`src/rtl/msme_pkg.sv`:
```
package msme_pkg;

    localparam int REPEAT_ENTRIES = 64;
    localparam int RPT_AW = $clog2(REPEAT_ENTRIES);
    localparam int RPT_CW = $clog2(REPEAT_ENTRIES + 1);
    localparam int MAX_BYTES = 14;

    localparam logic [27:0] DELAY_MAX = 28'hFFFFFFF;
    localparam logic [6:0] VEL_RESET = 7'd100;
    localparam logic [7:0] OP_REST = 8'h00;
    localparam logic [7:0] OP_TRANSP_SEL = 8'hE7;
    localparam logic [7:0] OP_TRANSP_SET = 8'hED;
    localparam logic [7:0] OP_VELOCITY = 8'hFE;
    localparam logic [7:0] OP_END = 8'hFF;
    localparam logic [7:0] ST_PROGRAM = 8'hC0;
    localparam logic [7:0] ST_PROGRAM_PERC = 8'hC9;
    localparam logic [7:0] ST_NOTE_ON = 8'h90;
    localparam logic [7:0] ST_NOTE_ON_PERC = 8'h99;
    localparam logic [1:0] PERC_CHANNEL = 2'd3;

    // controller to datapath
    typedef struct packed {
        logic load;     // capture input transaction
        logic exec;     // run command, build byte buffer
        logic scan;     // repeat table compare step
        logic rpt_hit;  // apply hit on current scan entry
        logic rpt_miss; // scan finished without a hit
        logic emit;     // present byte at index
        logic done;     // transaction finished
    } t_cmd;

    // datapath to controller
    typedef struct packed {
        logic is_repeat;  // command needs the table
        logic scan_hit;
        logic scan_end;
        logic [3:0] nbytes;
    } t_stat;

    // pitch of an opcode with signed transpose; the sum is clamped to 0..127 before the pitch mapping
    function automatic logic [6:0] pitch_of(input logic [7:0] op, input logic [7:0] tr);
        logic signed [9:0] idx;
        logic [6:0] c;
        begin
            idx = $signed({2'b00, op}) + $signed({{2{tr[7]}}, tr});
            if (idx < 0) c = 7'd0;
            else if (idx > 127) c = 7'd127;
            else c = idx[6:0];
            if (c < 7'd16) pitch_of = 7'd0;
            else pitch_of = 7'(12 * ({4'd0, c[6:4]} + 7'd1)) + {3'd0, c[3:0]};
        end
    endfunction

endpackage

```
`src/rtl/music_sequence_to_midi_events.sv`:
```
// channel      dir  handshake              payload
// s_axis       in   tvalid/tready          tdata, tuser=kind
// m_axis       out  tvalid/tready          tdata, tlast
// cfg          in   i_cfg_valid/o_cfg_ready  program_number
// one command at a time: load, execute, then one byte per cycle while m_axis is ready
// a note yields up to 14 bytes; other commands yield one result with no byte
// a counted repeat first searches the up to 64 filled table entries in order
// reset clears control state synchronously; the table needs no clearing
// output stalls hold the current byte; no input is taken until the last byte goes
module music_sequence_to_midi_events (
    input  logic        i_clk,
    input  logic        i_rst_n,
    input  logic        i_cfg_valid,
    output logic        o_cfg_ready,
    input  logic [6:0]  i_cfg_data,
    input  logic        s_axis_tvalid,
    output logic        s_axis_tready,
    // track[1:0], start_address[17:2], opcode[25:18], argument[33:26], follow[41:34]
    input  logic [47:0] s_axis_tdata,
    input  logic        s_axis_tuser,  // kind
    output logic        m_axis_tvalid,
    input  logic        m_axis_tready,
    // has_byte[0], out_byte[8:1], next_address[24:9], track_done[25], table_full[26]
    output logic [31:0] m_axis_tdata,
    output logic        m_axis_tlast
);
    import msme_pkg::*;

    t_cmd w_cmd;
    t_stat w_stat;
    logic [3:0] w_idx;
    logic [7:0] w_byte;
    logic [15:0] w_addr;
    logic w_done, w_full;

    assign o_cfg_ready = 1'b1;

    msme_ctrl u_ctrl (
        .i_clk(i_clk), .i_rst_n(i_rst_n),
        .i_in_valid(s_axis_tvalid), .o_in_ready(s_axis_tready),
        .o_out_valid(m_axis_tvalid), .i_out_ready(m_axis_tready),
        .o_cmd(w_cmd), .i_stat(w_stat), .o_idx(w_idx), .o_last(m_axis_tlast)
    );

    msme_dp u_dp (
        .i_clk(i_clk), .i_rst_n(i_rst_n),
        .i_cfg_valid(i_cfg_valid), .i_cfg_data(i_cfg_data),
        .i_kind(s_axis_tuser), .i_track(s_axis_tdata[1:0]),
        .i_start_address(s_axis_tdata[17:2]), .i_opcode(s_axis_tdata[25:18]),
        .i_argument(s_axis_tdata[33:26]), .i_follow_byte(s_axis_tdata[41:34]),
        .i_cmd(w_cmd), .o_stat(w_stat), .i_idx(w_idx),
        .o_byte(w_byte), .o_next_address(w_addr),
        .o_track_done(w_done), .o_table_full(w_full)
    );

    assign m_axis_tdata = {5'd0, w_full, w_done, w_addr, w_byte, (w_stat.nbytes != 4'd0)};
endmodule

```
`src/rtl/msme_ram.sv`:
```
module msme_ram #(
    parameter int WIDTH = 8,
    parameter int DEPTH = 64
) (
    input  logic                     i_clk,
    input  logic                     i_we,
    input  logic [$clog2(DEPTH)-1:0] i_waddr,
    input  logic [WIDTH-1:0]         i_wdata,
    input  logic [$clog2(DEPTH)-1:0] i_raddr,
    output logic [WIDTH-1:0]         o_rdata
);
    logic [WIDTH-1:0] r_mem [DEPTH];
    logic [WIDTH-1:0] r_rdata;

    always_ff @(posedge i_clk) begin
        if (i_we) r_mem[i_waddr] <= i_wdata;
        r_rdata <= r_mem[i_raddr];
    end
    assign o_rdata = r_rdata;
endmodule

```
`src/rtl/msme_ctrl.sv`:
```
module msme_ctrl (
    input  logic           i_clk,
    input  logic           i_rst_n,
    input  logic           i_in_valid,
    output logic           o_in_ready,
    output logic           o_out_valid,
    input  logic           i_out_ready,
    output msme_pkg::t_cmd o_cmd,
    input  msme_pkg::t_stat i_stat,
    output logic [3:0]     o_idx,
    output logic           o_last
);
    import msme_pkg::*;

    localparam logic [2:0] S_IDLE = 3'd0;
    localparam logic [2:0] S_EXEC = 3'd1;
    localparam logic [2:0] S_SCAN = 3'd2;
    localparam logic [2:0] S_EMIT = 3'd3;

    logic [2:0] r_state, n_state;
    logic [3:0] r_idx, n_idx;
    logic [3:0] w_cnt;

    assign w_cnt = (i_stat.nbytes == 4'd0) ? 4'd1 : i_stat.nbytes;
    assign o_idx = r_idx;
    assign o_last = (r_idx == w_cnt - 4'd1);
    assign o_in_ready = (r_state == S_IDLE);
    assign o_out_valid = (r_state == S_EMIT);

    always_comb begin
        n_state = r_state;
        n_idx = r_idx;
        o_cmd = '0;
        unique case (r_state)
            S_IDLE: begin
                if (i_in_valid) begin
                    o_cmd.load = 1'b1;
                    n_state = S_EXEC;
                end
            end
            S_EXEC: begin
                n_idx = 4'd0;
                if (i_stat.is_repeat) begin
                    o_cmd.scan = 1'b1;
                    n_state = S_SCAN;
                end else begin
                    o_cmd.exec = 1'b1;
                    n_state = S_EMIT;
                end
            end
            S_SCAN: begin
                if (i_stat.scan_hit) begin
                    o_cmd.rpt_hit = 1'b1;
                    n_state = S_EMIT;
                end else if (i_stat.scan_end) begin
                    o_cmd.rpt_miss = 1'b1;
                    n_state = S_EMIT;
                end else begin
                    o_cmd.scan = 1'b1;
                end
            end
            S_EMIT: begin
                o_cmd.emit = 1'b1;
                if (i_out_ready) begin
                    if (o_last) begin
                        o_cmd.done = 1'b1;
                        n_state = S_IDLE;
                    end else begin
                        n_idx = r_idx + 4'd1;
                    end
                end
            end
            default: n_state = S_IDLE;
        endcase
    end

    always_ff @(posedge i_clk) begin
        if (!i_rst_n) begin
            r_state <= S_IDLE;
            r_idx <= 4'd0;
        end else begin
            r_state <= n_state;
            r_idx <= n_idx;
        end
    end

`ifndef SYNTH
    a_idx_range: assert property (@(posedge i_clk) disable iff (!i_rst_n)
        (r_state == S_EMIT) |-> (r_idx < w_cnt)) else $error("byte index past count");
    a_load_exec: assert property (@(posedge i_clk) disable iff (!i_rst_n)
        o_cmd.load |=> (r_state == S_EXEC)) else $error("load not followed by exec");
    a_done_idle: assert property (@(posedge i_clk) disable iff (!i_rst_n)
        o_cmd.done |=> o_in_ready) else $error("not ready after done");
`endif
endmodule

```
`src/rtl/msme_dp.sv`:
```
module msme_dp (
    input  logic            i_clk,
    input  logic            i_rst_n,
    input  logic            i_cfg_valid,
    input  logic [6:0]      i_cfg_data,
    input  logic            i_kind,
    input  logic [1:0]      i_track,
    input  logic [15:0]     i_start_address,
    input  logic [7:0]      i_opcode,
    input  logic [7:0]      i_argument,
    input  logic [7:0]      i_follow_byte,
    input  msme_pkg::t_cmd  i_cmd,
    output msme_pkg::t_stat o_stat,
    input  logic [3:0]      i_idx,
    output logic [7:0]      o_byte,
    output logic [15:0]     o_next_address,
    output logic            o_track_done,
    output logic            o_table_full
);
    import msme_pkg::*;

    logic [6:0] r_program;
    logic [15:0] r_pos;
    logic [7:0] r_transpose;
    logic [6:0] r_velocity;
    logic [27:0] r_delay;
    logic r_first;
    logic [1:0] r_chan;
    logic r_ended;
    logic [REPEAT_ENTRIES-1:0] r_valid;
    logic [RPT_CW-1:0] r_fill;
    logic r_full;
    logic r_kind;
    logic [7:0] r_op, r_arg, r_follow;
    logic [7:0] r_buf [MAX_BYTES];
    logic [3:0] r_nbytes;
    logic r_scan_live;
    logic r_scan_last;
    logic [RPT_AW-1:0] r_rd_addr;
    logic [RPT_AW-1:0] w_raddr;
    logic w_first_scan;

    // repeat table, key and count packed per entry
    logic rt_we;
    logic [RPT_AW-1:0] rt_waddr;
    logic [19:0] rt_wdata, rt_rdata;

    msme_ram #(.WIDTH(20), .DEPTH(REPEAT_ENTRIES)) u_rpt (
        .i_clk(i_clk), .i_we(rt_we), .i_waddr(rt_waddr), .i_wdata(rt_wdata),
        .i_raddr(w_raddr), .o_rdata(rt_rdata)
    );

    logic w_active;
    logic [15:0] w_off;
    assign w_active = r_kind && !r_ended;
    assign w_off = {{7{r_arg[7]}}, r_arg, 1'b0};

    assign o_stat.is_repeat = w_active && (r_op >= 8'h90) && (r_op <= 8'hBF)
                              && (r_op[3:0] != 4'd0);
    assign o_stat.scan_hit = r_scan_live && r_valid[r_rd_addr] && (rt_rdata[19:4] == r_pos);
    // empty table ends the search at once
    assign o_stat.scan_end = r_scan_live ? r_scan_last : 1'b1;
    assign o_stat.nbytes = r_nbytes;

    assign o_byte = (r_nbytes == 4'd0) ? 8'd0 : r_buf[i_idx];
    assign o_next_address = r_pos;
    assign o_track_done = r_ended;
    assign o_table_full = r_full;

    // byte buffer for a note command
    logic [7:0] nb [MAX_BYTES];
    logic [3:0] nn;
    logic [6:0] w_note;
    logic [12:0] w_len;
    logic [27:0] w_rest;

    always_comb begin
        w_note = pitch_of(r_op, r_transpose);
        if (r_chan == PERC_CHANNEL) begin
            if (r_op == 8'h02) w_note = 7'd42;
            else if (r_op == 8'h03) w_note = 7'd36;
            else if (r_op == 8'h20) w_note = 7'd38;
        end
        w_len = 13'(r_arg * 5'd30);
        w_rest = r_delay + {15'd0, w_len};
        for (int k = 0; k < MAX_BYTES; k++) nb[k] = 8'd0;
        nn = 4'd0;
        // delay vlq, up to 4 groups
        if (r_delay[27:21] != 0) begin
            nb[nn] = {1'b1, r_delay[27:21]}; nn = nn + 4'd1;
        end
        if (r_delay[27:14] != 0) begin
            nb[nn] = {1'b1, r_delay[20:14]}; nn = nn + 4'd1;
        end
        if (r_delay[27:7] != 0) begin
            nb[nn] = {1'b1, r_delay[13:7]}; nn = nn + 4'd1;
        end
        nb[nn] = {1'b0, r_delay[6:0]}; nn = nn + 4'd1;
        if (r_first) begin
            nb[nn] = (r_chan == PERC_CHANNEL) ? ST_PROGRAM_PERC : (ST_PROGRAM | {6'd0, r_chan});
            nn = nn + 4'd1;
            nb[nn] = {1'b0, r_program}; nn = nn + 4'd1;
            nb[nn] = 8'd0; nn = nn + 4'd1;
            nb[nn] = (r_chan == PERC_CHANNEL) ? ST_NOTE_ON_PERC : (ST_NOTE_ON | {6'd0, r_chan});
            nn = nn + 4'd1;
        end
        nb[nn] = {1'b0, w_note}; nn = nn + 4'd1;
        nb[nn] = {1'b0, r_velocity}; nn = nn + 4'd1;
        if (w_len[12:7] != 0) begin
            nb[nn] = {2'b10, w_len[12:7]}; nn = nn + 4'd1;
        end
        nb[nn] = {1'b0, w_len[6:0]}; nn = nn + 4'd1;
        nb[nn] = {1'b0, w_note}; nn = nn + 4'd1;
        nb[nn] = 8'd0; nn = nn + 4'd1;
    end

    logic [7:0] w_v10;
    assign w_v10 = (r_arg > 8'd12) ? 8'd120 : 8'(r_arg * 4'd10);

    always_ff @(posedge i_clk) begin
        if (!i_rst_n) begin
            r_program <= 7'd0;
            r_pos <= 16'd0;
            r_transpose <= 8'd0;
            r_velocity <= VEL_RESET;
            r_delay <= 28'd0;
            r_first <= 1'b1;
            r_chan <= 2'd0;
            r_ended <= 1'b1;
            r_valid <= '0;
            r_fill <= '0;
            r_full <= 1'b0;
            r_nbytes <= 4'd0;
            r_scan_live <= 1'b0;
        end else begin
            if (i_cfg_valid) r_program <= i_cfg_data;
            if (i_cmd.load) begin
                r_kind <= i_kind;
                r_op <= i_opcode;
                r_arg <= i_argument;
                r_follow <= i_follow_byte;
                r_full <= 1'b0;
                r_nbytes <= 4'd0;
                if (!i_kind) begin
                    r_chan <= i_track;
                    r_pos <= i_start_address;
                    r_ended <= (i_start_address == 16'd0);
                    r_transpose <= 8'd0;
                    r_velocity <= VEL_RESET;
                    r_delay <= 28'd0;
                    r_first <= 1'b1;
                    r_valid <= '0;
                    r_fill <= '0;
                end
            end
            if (i_cmd.exec && w_active) begin
                if (r_op == OP_REST) begin
                    r_delay <= (w_rest < r_delay) ? DELAY_MAX : w_rest;
                    r_pos <= r_pos + 16'd2;
                end else if (r_op < 8'h80) begin
                    for (int k = 0; k < MAX_BYTES; k++) r_buf[k] <= nb[k];
                    r_nbytes <= nn;
                    r_first <= 1'b0;
                    r_delay <= 28'd0;
                    r_pos <= r_pos + 16'd2;
                end else if (r_op >= 8'h90 && r_op <= 8'hBF) begin
                    if (r_arg[7] || r_arg == 8'd0) r_ended <= 1'b1;
                    else if (r_op[7:4] == 4'hB && r_arg == 8'd89 && r_follow == 8'hFF)
                        r_ended <= 1'b1;
                    else r_pos <= r_pos + w_off;
                end else if (r_op == OP_TRANSP_SEL) begin
                    if (r_arg == 8'd1) r_transpose <= 8'd12;
                    else if (r_arg == 8'd0) r_transpose <= 8'd0;
                    r_pos <= r_pos + 16'd2;
                end else if (r_op == OP_TRANSP_SET) begin
                    r_transpose <= r_arg;
                    r_pos <= r_pos + 16'd2;
                end else if (r_op == OP_VELOCITY) begin
                    r_velocity <= w_v10[6:0];
                    r_pos <= r_pos + 16'd2;
                end else if (r_op == OP_END) begin
                    r_ended <= 1'b1;
                end else begin
                    r_pos <= r_pos + 16'd2;
                end
            end
            // read data of the entry at r_rd_addr is valid the cycle after a scan step
            r_scan_live <= i_cmd.scan && (r_fill != '0);
            if (i_cmd.rpt_hit) begin
                if (rt_rdata[3:0] != 4'd0) r_pos <= r_pos + w_off;
                else r_pos <= r_pos + 16'd2;
            end
            if (i_cmd.rpt_miss) begin
                if (r_fill == RPT_CW'(REPEAT_ENTRIES)) begin
                    r_full <= 1'b1;
                    r_pos <= r_pos + w_off;
                end else begin
                    r_valid[r_fill[RPT_AW-1:0]] <= 1'b1;
                    r_fill <= r_fill + RPT_CW'(1);
                end
            end
        end
    end

    // scan address: entry 0 on the first step, then one filled entry per cycle
    assign w_first_scan = i_cmd.scan && !r_scan_live;
    assign w_raddr = w_first_scan ? '0 : r_rd_addr + RPT_AW'(1);
    always_ff @(posedge i_clk) begin
        r_rd_addr <= w_raddr;
        r_scan_last <= (({1'b0, w_raddr} + RPT_CW'(1)) == r_fill);
    end

    always_comb begin
        rt_we = 1'b0;
        rt_waddr = r_rd_addr;
        rt_wdata = {r_pos, r_op[3:0]};
        if (i_cmd.rpt_hit) begin
            rt_we = 1'b1;
            rt_wdata = {rt_rdata[19:4],
                        (rt_rdata[3:0] != 4'd0) ? rt_rdata[3:0] - 4'd1 : r_op[3:0]};
        end else if (i_cmd.rpt_miss && r_fill != RPT_CW'(REPEAT_ENTRIES)) begin
            rt_we = 1'b1;
            rt_waddr = r_fill[RPT_AW-1:0];
        end
    end

`ifndef SYNTH
    a_fill_bound: assert property (@(posedge i_clk) disable iff (!i_rst_n)
        r_fill <= RPT_CW'(REPEAT_ENTRIES)) else $error("fill past table");
    a_full_miss: assert property (@(posedge i_clk) disable iff (!i_rst_n)
        $rose(r_full) |-> $past(i_cmd.rpt_miss)) else $error("full without miss");
    a_nbytes: assert property (@(posedge i_clk) disable iff (!i_rst_n)
        r_nbytes <= 4'(MAX_BYTES)) else $error("byte count too large");
`endif
endmodule

```
`config.mk`:
```
export PLATFORM = sky130hd
export DESIGN_NAME = music_sequence_to_midi_events
export DESIGN_NICKNAME = d
export VERILOG_FILES = /design/src/rtl/msme_pkg.sv /design/src/rtl/music_sequence_to_midi_events.sv /design/src/rtl/msme_ram.sv /design/src/rtl/msme_ctrl.sv /design/src/rtl/msme_dp.sv
export SDC_FILE = /design/constraint.sdc
export NUM_CORES = 2
export LEC_CHECK = 0
export BUFFER_PORTS_ARGS = -buffer_cell sky130_fd_sc_hd__buf_2
export CORE_MARGIN = 8
export CORE_UTILIZATION = 57
export DETAILED_ROUTE_END_ITERATION = 6
export PLACE_DENSITY = 0.76
export SYNTH_ARGS = -nofsm -noshare
export SYNTH_HDL_FRONTEND = slang
export SYNTH_SLANG_ARGS = --single-unit
```
`constraint.sdc`:
```
create_clock -name i_clk -period 7.3 [get_ports i_clk]
set_input_delay 0 -clock i_clk [delete_from_list [all_inputs] [get_ports i_clk]]
set_output_delay 0 -clock i_clk [all_outputs]
set_load 0.05 [all_outputs]
```
== Yosys cells after proc, flatten, opt, wreduce, memory -nomap -nowiden ==
Memories as Yosys holds them, arrays and structs flattened. A register that Yosys moved wholly into a read port is not among the register bits.
Cells that the tools add are included.

* Flip-flop bits (word level): 186
* Memories: 2
* Input port bits: 61
* RAM bits: 1392
* Logic and storage cells: 356

{| class="wikitable"
|+ Memory list
! name !! depth !! bits a word !! read ports !! clocked after memory_dff !! wr ports !! line !! RTL
|-
| u_dp.u_rpt.r_mem || 64 || 20 || 1 || 1 || 1 || msme_ram.sv:12 || <nowiki>logic [WIDTH-1:0] r_mem [DEPTH];</nowiki>
|-
| u_dp.r_buf || 14 || 8 || 1 || 1 || 14 || msme_dp.sv:35 || <nowiki>logic [7:0] r_buf [MAX_BYTES];</nowiki>
|}

* $mul: 3
* Reduce and logical (&&, ||, !) cells: 48
* Muxes and demuxes: 176
* Bitwise logic cells: 19
* $lt $le $gt $ge: 37
* Eq/ne operators: 25
* Add/sub/neg operators: 25

{| class="wikitable"
|+ Operators with widths
! kind !! number
|-
| $bwmux W112 || 11
|-
| $mux W112 || 4
|-
| $demux W8 S4 || 13
|-
| $mux W64 || 5
|-
| $mux W16 || 16
|-
| $and A112 B112 Y112 || 2
|-
| $not A112 Y112 || 2
|-
| $mux W8 || 25
|-
| $mux W28 || 6
|-
| $mux W7 || 21
|-
| $ge A5 B5 Y1 const B || 13
|-
| $lt A5 B1 Y1 const B || 13
|-
| $mux W4 || 16
|-
| $or A64 B64 Y64 || 1
|-
| $not A4 Y5 || 12
|-
| $add A4 B1 Y4 const B || 13
|-
| $mux W1 || 44
|-
| $eq A8 B8 Y1 const B || 5
|-
| $mul A2 B32 Y5 const A || 1
|-
| $add A28 B13 Y28 || 1
|-
| $lt A28 B28 Y1 || 1
|-
| $logic_and A1 B1 Y1 || 27
|-
| $reduce_bool A21 Y1 || 1
|-
| $mux W20 || 1
|-
| 61 further kinds || 79
|}

== Depth between registers and ports, before layout ==
* Word-level depth: 25
* Depth in mapped cells: 30
* Gate-level depth less buffers: 27

== Hierarchy ==
A second synthesis with hierarchy kept.

* Cell total of the unflattened synthesis: 5583
* Area total of the unflattened synthesis: 76472.1 µm²

{| class="wikitable"
|+ Modules (own cells, without submodules)
! module !! instances !! cells each !! sequential area each (µm²) !! area each (µm²)
|-
| msme_ram || 1 || 2223 || 38837.2 || 49552.5
|-
| msme_dp || 1 || 3279 || 7196.9 || 26275.2
|-
| msme_ctrl || 1 || 70 || 120.1 || 569.3
|-
| music_sequence_to_midi_events || 1 || 11 || 0.0 || 75.1
|}

== Least setup slack after synthesis ==
No wires, ideal clock.

* Path kind: register -> register
* Start: register u_dp.r_arg[0]
* End: memory u_dp.r_buf[5][5] (data pin)
* Required time: 7.124 ns
* Stages on the path, launching flop included: 27
* Path slack: 0.311 ns
* Data arrival time: 6.813 ns
* Period minus slack after synthesis: 6.989 ns
* Cell sequence: edfxtp_1 fa_1 inv_1 fa_1 inv_1 ha_1 a21oi_1 o21ba_2 nand2_1 xnor2_1 o211ai_1 nor3_1 buf_2 buf_2 nor2_1 a21oi_1 ha_1 clkbuf_1 inv_1 xnor3_2 xnor2_1 or3_1 a21boi_4 xnor2_2 buf_4 nor2_2 nor4_1

{| class="wikitable"
|+ RTL lines
! item !! line !! RTL
|-
| start: declaration || msme_dp.sv:34 || <nowiki>logic [7:0] r_op, r_arg, r_follow;</nowiki>
|-
| start signal: assignment || msme_dp.sv:140 || <nowiki>r_arg <= i_argument;</nowiki>
|-
| end: declaration || msme_dp.sv:35 ||
|}

==> impl_metrics.ini <==
[timing]
rsz0062_at_grt = false
hold_viol = 0
slew_violations = 0
final.setup.tns_ps = 0
setup_viol = 0
tightest_slew_ps = 1230
fin_crit_sh_pct = 95.76
max_slew_margin_pct = 17.14
finClkSkew_ps = 40.53
fmax_mhz = 143.1
layout_min_cycle_time_ps = 6990

[clock_network]
clkLatencyLatePin_ps = 820
cts_inserted_buffers = 158
cts_tree = done
cts_htree_levels = 4
cts_buffer_depth = 3
cts_sinks = 1601
root_buffer = clkbuf_16
path_clk_slew_ps = 60

[detailed_routing]
wl_per_cell_microns = 33.40
dr.pass1.iters = 7
drc_errors = 2
drt_iter0_markers = 10569
drt-total-wl_microns = 284700
viasPerCell = 7.137
dr_total_vias = 60845
final_antenna_net_count = 0

[setup_path]
end_kind = register
critPathMaxStageDelay_ps = 760
cp-start-kind = register
path_class = register to register
crit_path_cell_trace = or4_1 -> nor2_1 -> nand2_1 -> fa_1 -> ha_1 -> inv_1 -> nor4_2 -> a21oi_2 -> and3_1 -> nor3_4 -> xnor2_2 -> buf_4 -> o21a_1 -> nor3_2 -> o221ai_1 -> o211ai_1 -> a21oi_1
crit_slowest_cell = fa_1
cp_data_arrival_time_ps = 7510
critPathMaxFanout = 14
cp.required_ps = 7820

[synth]
synth.largest_area_cell = edfxtp_1
yosys_warnings = 0
synth.most_common_cell = edfxtp_1
synth.distinct_cells = 111
synthArstFlopShare_pct = 0
synth_commonest_cells = edfxtp_1 (1,417), o21ai_0 (566), clkbuf_1 (430), nand2_1 (428), a21oi_1 (418)
synthTopCellsByArea = edfxtp_1 (55%), mux2i_1 (4.8%), dfxtp_1 (4.8%)
ys_ff_latch = 1601
synthCells = 6376
synth_top_area_share_pct = 55.33
synth.avg_cell_area_sq_um = 12.06
seq_area_frac_synth_pct = 60.12
synthesis.area_sq_um = 76900
synthFlopType = edfxtp_1
synth_edf_count = 1417

[layout]
nNetsFinal = 6827
finish.instance_area_sq_um = 87560
instances_no_fill = 8525
syn_to_final_growth_pct = 13.87
nFillCells = 9625
drive_gt1_share_pct = 14.52

[floorplan]
dieHeight_microns = 383.3
initial_utilization_pct = 57.55
die_area_sq_um = 146900
rows = 134
io_pins = 97
dieWidth_microns = 383.3
core_sq_um = 133600

[power]
switchingPower_w = 0.01310
p_per_area_nw_per_um2 = 361.2
internal-power_w = 0.01853
clockPowerShare_pct = 26.9
ir_drop_v = 0.0005462
combPwrFrac_pct = 39.1
power.leakage_nw = 31.20
netSwitchingFraction_pct = 41.43
power_frac_seq_pct = 34.0

[run_status]
status = finished with violations
violations = design-rule violations

[place]
dpl-instance-area_sq_um = 81240
numPortBuffers = 84
place_congestion = 1.058
hpwl_microns = 190800
place_inst = 8144

[global_routing]
grt_pass1_vias = 56389
track_usage_pct = 37.35
antenna_found_initial = 16
grt_pass1_wl_microns = 401400
grt_overflow_total = 0
grt_start_max_net_pins = 162

[flow_run]
cap_violations = 0

[hold_path]
hold_path.class = primary input to register
==> final timing paths <==
kind | from | end | slack, ps | cells after the start
worst min register to register | u_dp.r_valid[5] | u_dp.r_valid[5] | 450 | 2
worst min-delay path | s_axis_tdata[26] | u_dp.r_arg[0] | 40 | 2
worst max-delay path | u_dp.r_delay[7] | u_dp.r_buf[5][1] | 310 | 17
worst max register to register | u_dp.r_delay[7] | u_dp.r_buf[5][1] | 310 | 17
==> power groups by stage <==
stage | logic, W | clock network (W) | registers [W]
floorplan | 0.00627 | 0 | 0.0108
global placement | 0.0115 | 0 | 0.0109
detailed placement | 0.0116 | 0 | 0.0109
CTS | 0.0117 | 0.00853 | 0.0108
global route | 0.0127 | 0.00886 | 0.0108
finish | 0.0124 | 0.00850 | 0.0108
==> cell type report <==
class	count	area, sq um	share of cell area (%)
tap	1768	2212	2.526
sequential	1601	46300	52.88
antenna	6	15.01	0.01715
multi-input combinational	4165	28600	32.67
timing repair buffer	579	4532	5.176
clock inverter	105	1348	1.539
clock buffer	184	4103	4.685
inverter	117	451.7	0.5158
==> worst max-delay path: cells and delay by family (launching register included) <==
| family | cells | cell delay [ps] |
|---|---|---|
| DFF | 1 | 310 |
| buffers and inverters | 2 | 460 |
| xor gates and xnor gates | 1 | 250 |
| adders and majority gates | 2 | 1140 |
| AOI/OAI and AO/OA | 5 | 990 |
| and+or+nand+nor | 7 | 3530 |
==> flip-flops by register name (all words and copies together), names as in the netlist, 2 cells and up, named ones only <==
register and flops:
u_dp.r_op 8, u_dp.r_delay 28, u_ctrl.r_state 2, u_dp.o_next_address 16
u_dp.r_transpose 8, u_dp.r_valid 64, u_dp.u_rpt.r_mem 1280, u_dp.r_rd_addr 6
u_dp.r_follow 8, u_dp.r_buf 112, u_ctrl.o_idx 4, u_dp.r_arg 8
u_dp.r_velocity 7, u_dp.r_chan 2, u_dp.u_rpt.o_rdata 20, u_dp.r_program 7
u_dp.r_fill 7, u_dp.r_nbytes 4
==> what timing repair did <==
item                                   CTS  global route
buffers inserted                         0             3
hold buffers                            83             0
setup endpoints to repair                0             6
endpoints found under the hold margin   74             0
gates resized for setup                  0             1
==> kinds of logic (layout without fill, tap and decap cells) <==
logic type | count (synthesis) | after routing | share of synthesized area [%]
other | 2 | 12 | 0.009766
multiplexers | 439 | 439 | 6.556
flip-flops | 1601 | 1601 | 60.12
AO/OA/AOI/OAI | 2075 | 2075 | 17.65
adder cells (fa/ha/maj) | 144 | 144 | 2.538
AND/OR/NAND/NOR | 1386 | 1386 | 8.570
buffers and inverters | 614 | 985 | 3.113
XOR/XNOR | 115 | 115 | 1.438
==> layout by cell type, fill, tap and decap left out, types with 20 or more instances in the layout <==
master,synthesis,final
o21a_1,26,26
and3_1,41,41
or3_1,28,27
bufinv_16,0,21
fa_1,20,20
dfxtp_1,184,165
o221ai_1,169,169
nand3_1,116,116
a211oi_1,119,118
xnor2_1,71,71
clkbuf_16,0,159
nand2b_1,29,28
mux4_2,49,49
nand2_1,428,425
buf_2,29,84
o21ai_0,566,564
clkinv_1,6,35
nor2_2,8,64
nor2_1,367,305
inv_1,107,106
and2_1,39,38
a221oi_1,27,27
nor3_1,134,129
nor4_1,37,37
o211ai_1,178,178
clkbuf_1,430,22
o22ai_1,141,141
dlygate4sd3_1,0,83
nor2b_1,21,21
o2111ai_1,96,96
a31oi_1,51,51
a21oi_1,418,414
edfxtp_1,1417,1417
buf_4,12,397
clkinv_2,0,30
nand4_1,46,46
mux2i_1,372,372
a22oi_1,49,49
ha_1,124,124
xor2_1,35,35
==> per-stage QoR <==
stage | util (%) | hold WS, ps | total power (W) | setup slack [ps]
global route | 65.52 | 57.18 | 0.03231 | 30.23
global placement | 60.80 | 178.9 | 0.02239 | 550.4
CTS | 65.50 | 1.144 | 0.03100 | 485.3
floorplan | - | 98.87 | 0.01706 | 310.9
detailed placement | 60.80 | 178.3 | 0.02257 | 499.9
finish | 65.53 | 36.48 | 0.03163 | 309.6
==> metal layers <==
metal / track usage, % / wire length, microns / up-vias
met5: 0.6820 / 230 / -
met4: 13.18 / 11870 / 12
met3: 14.99 / 45590 / 743
met2: 52.32 / 118100 / 4690
met1: 52.64 / 108900 / 29924
li1: - / - / 25476
Note: power is estimated with default switching activity, not from simulation.
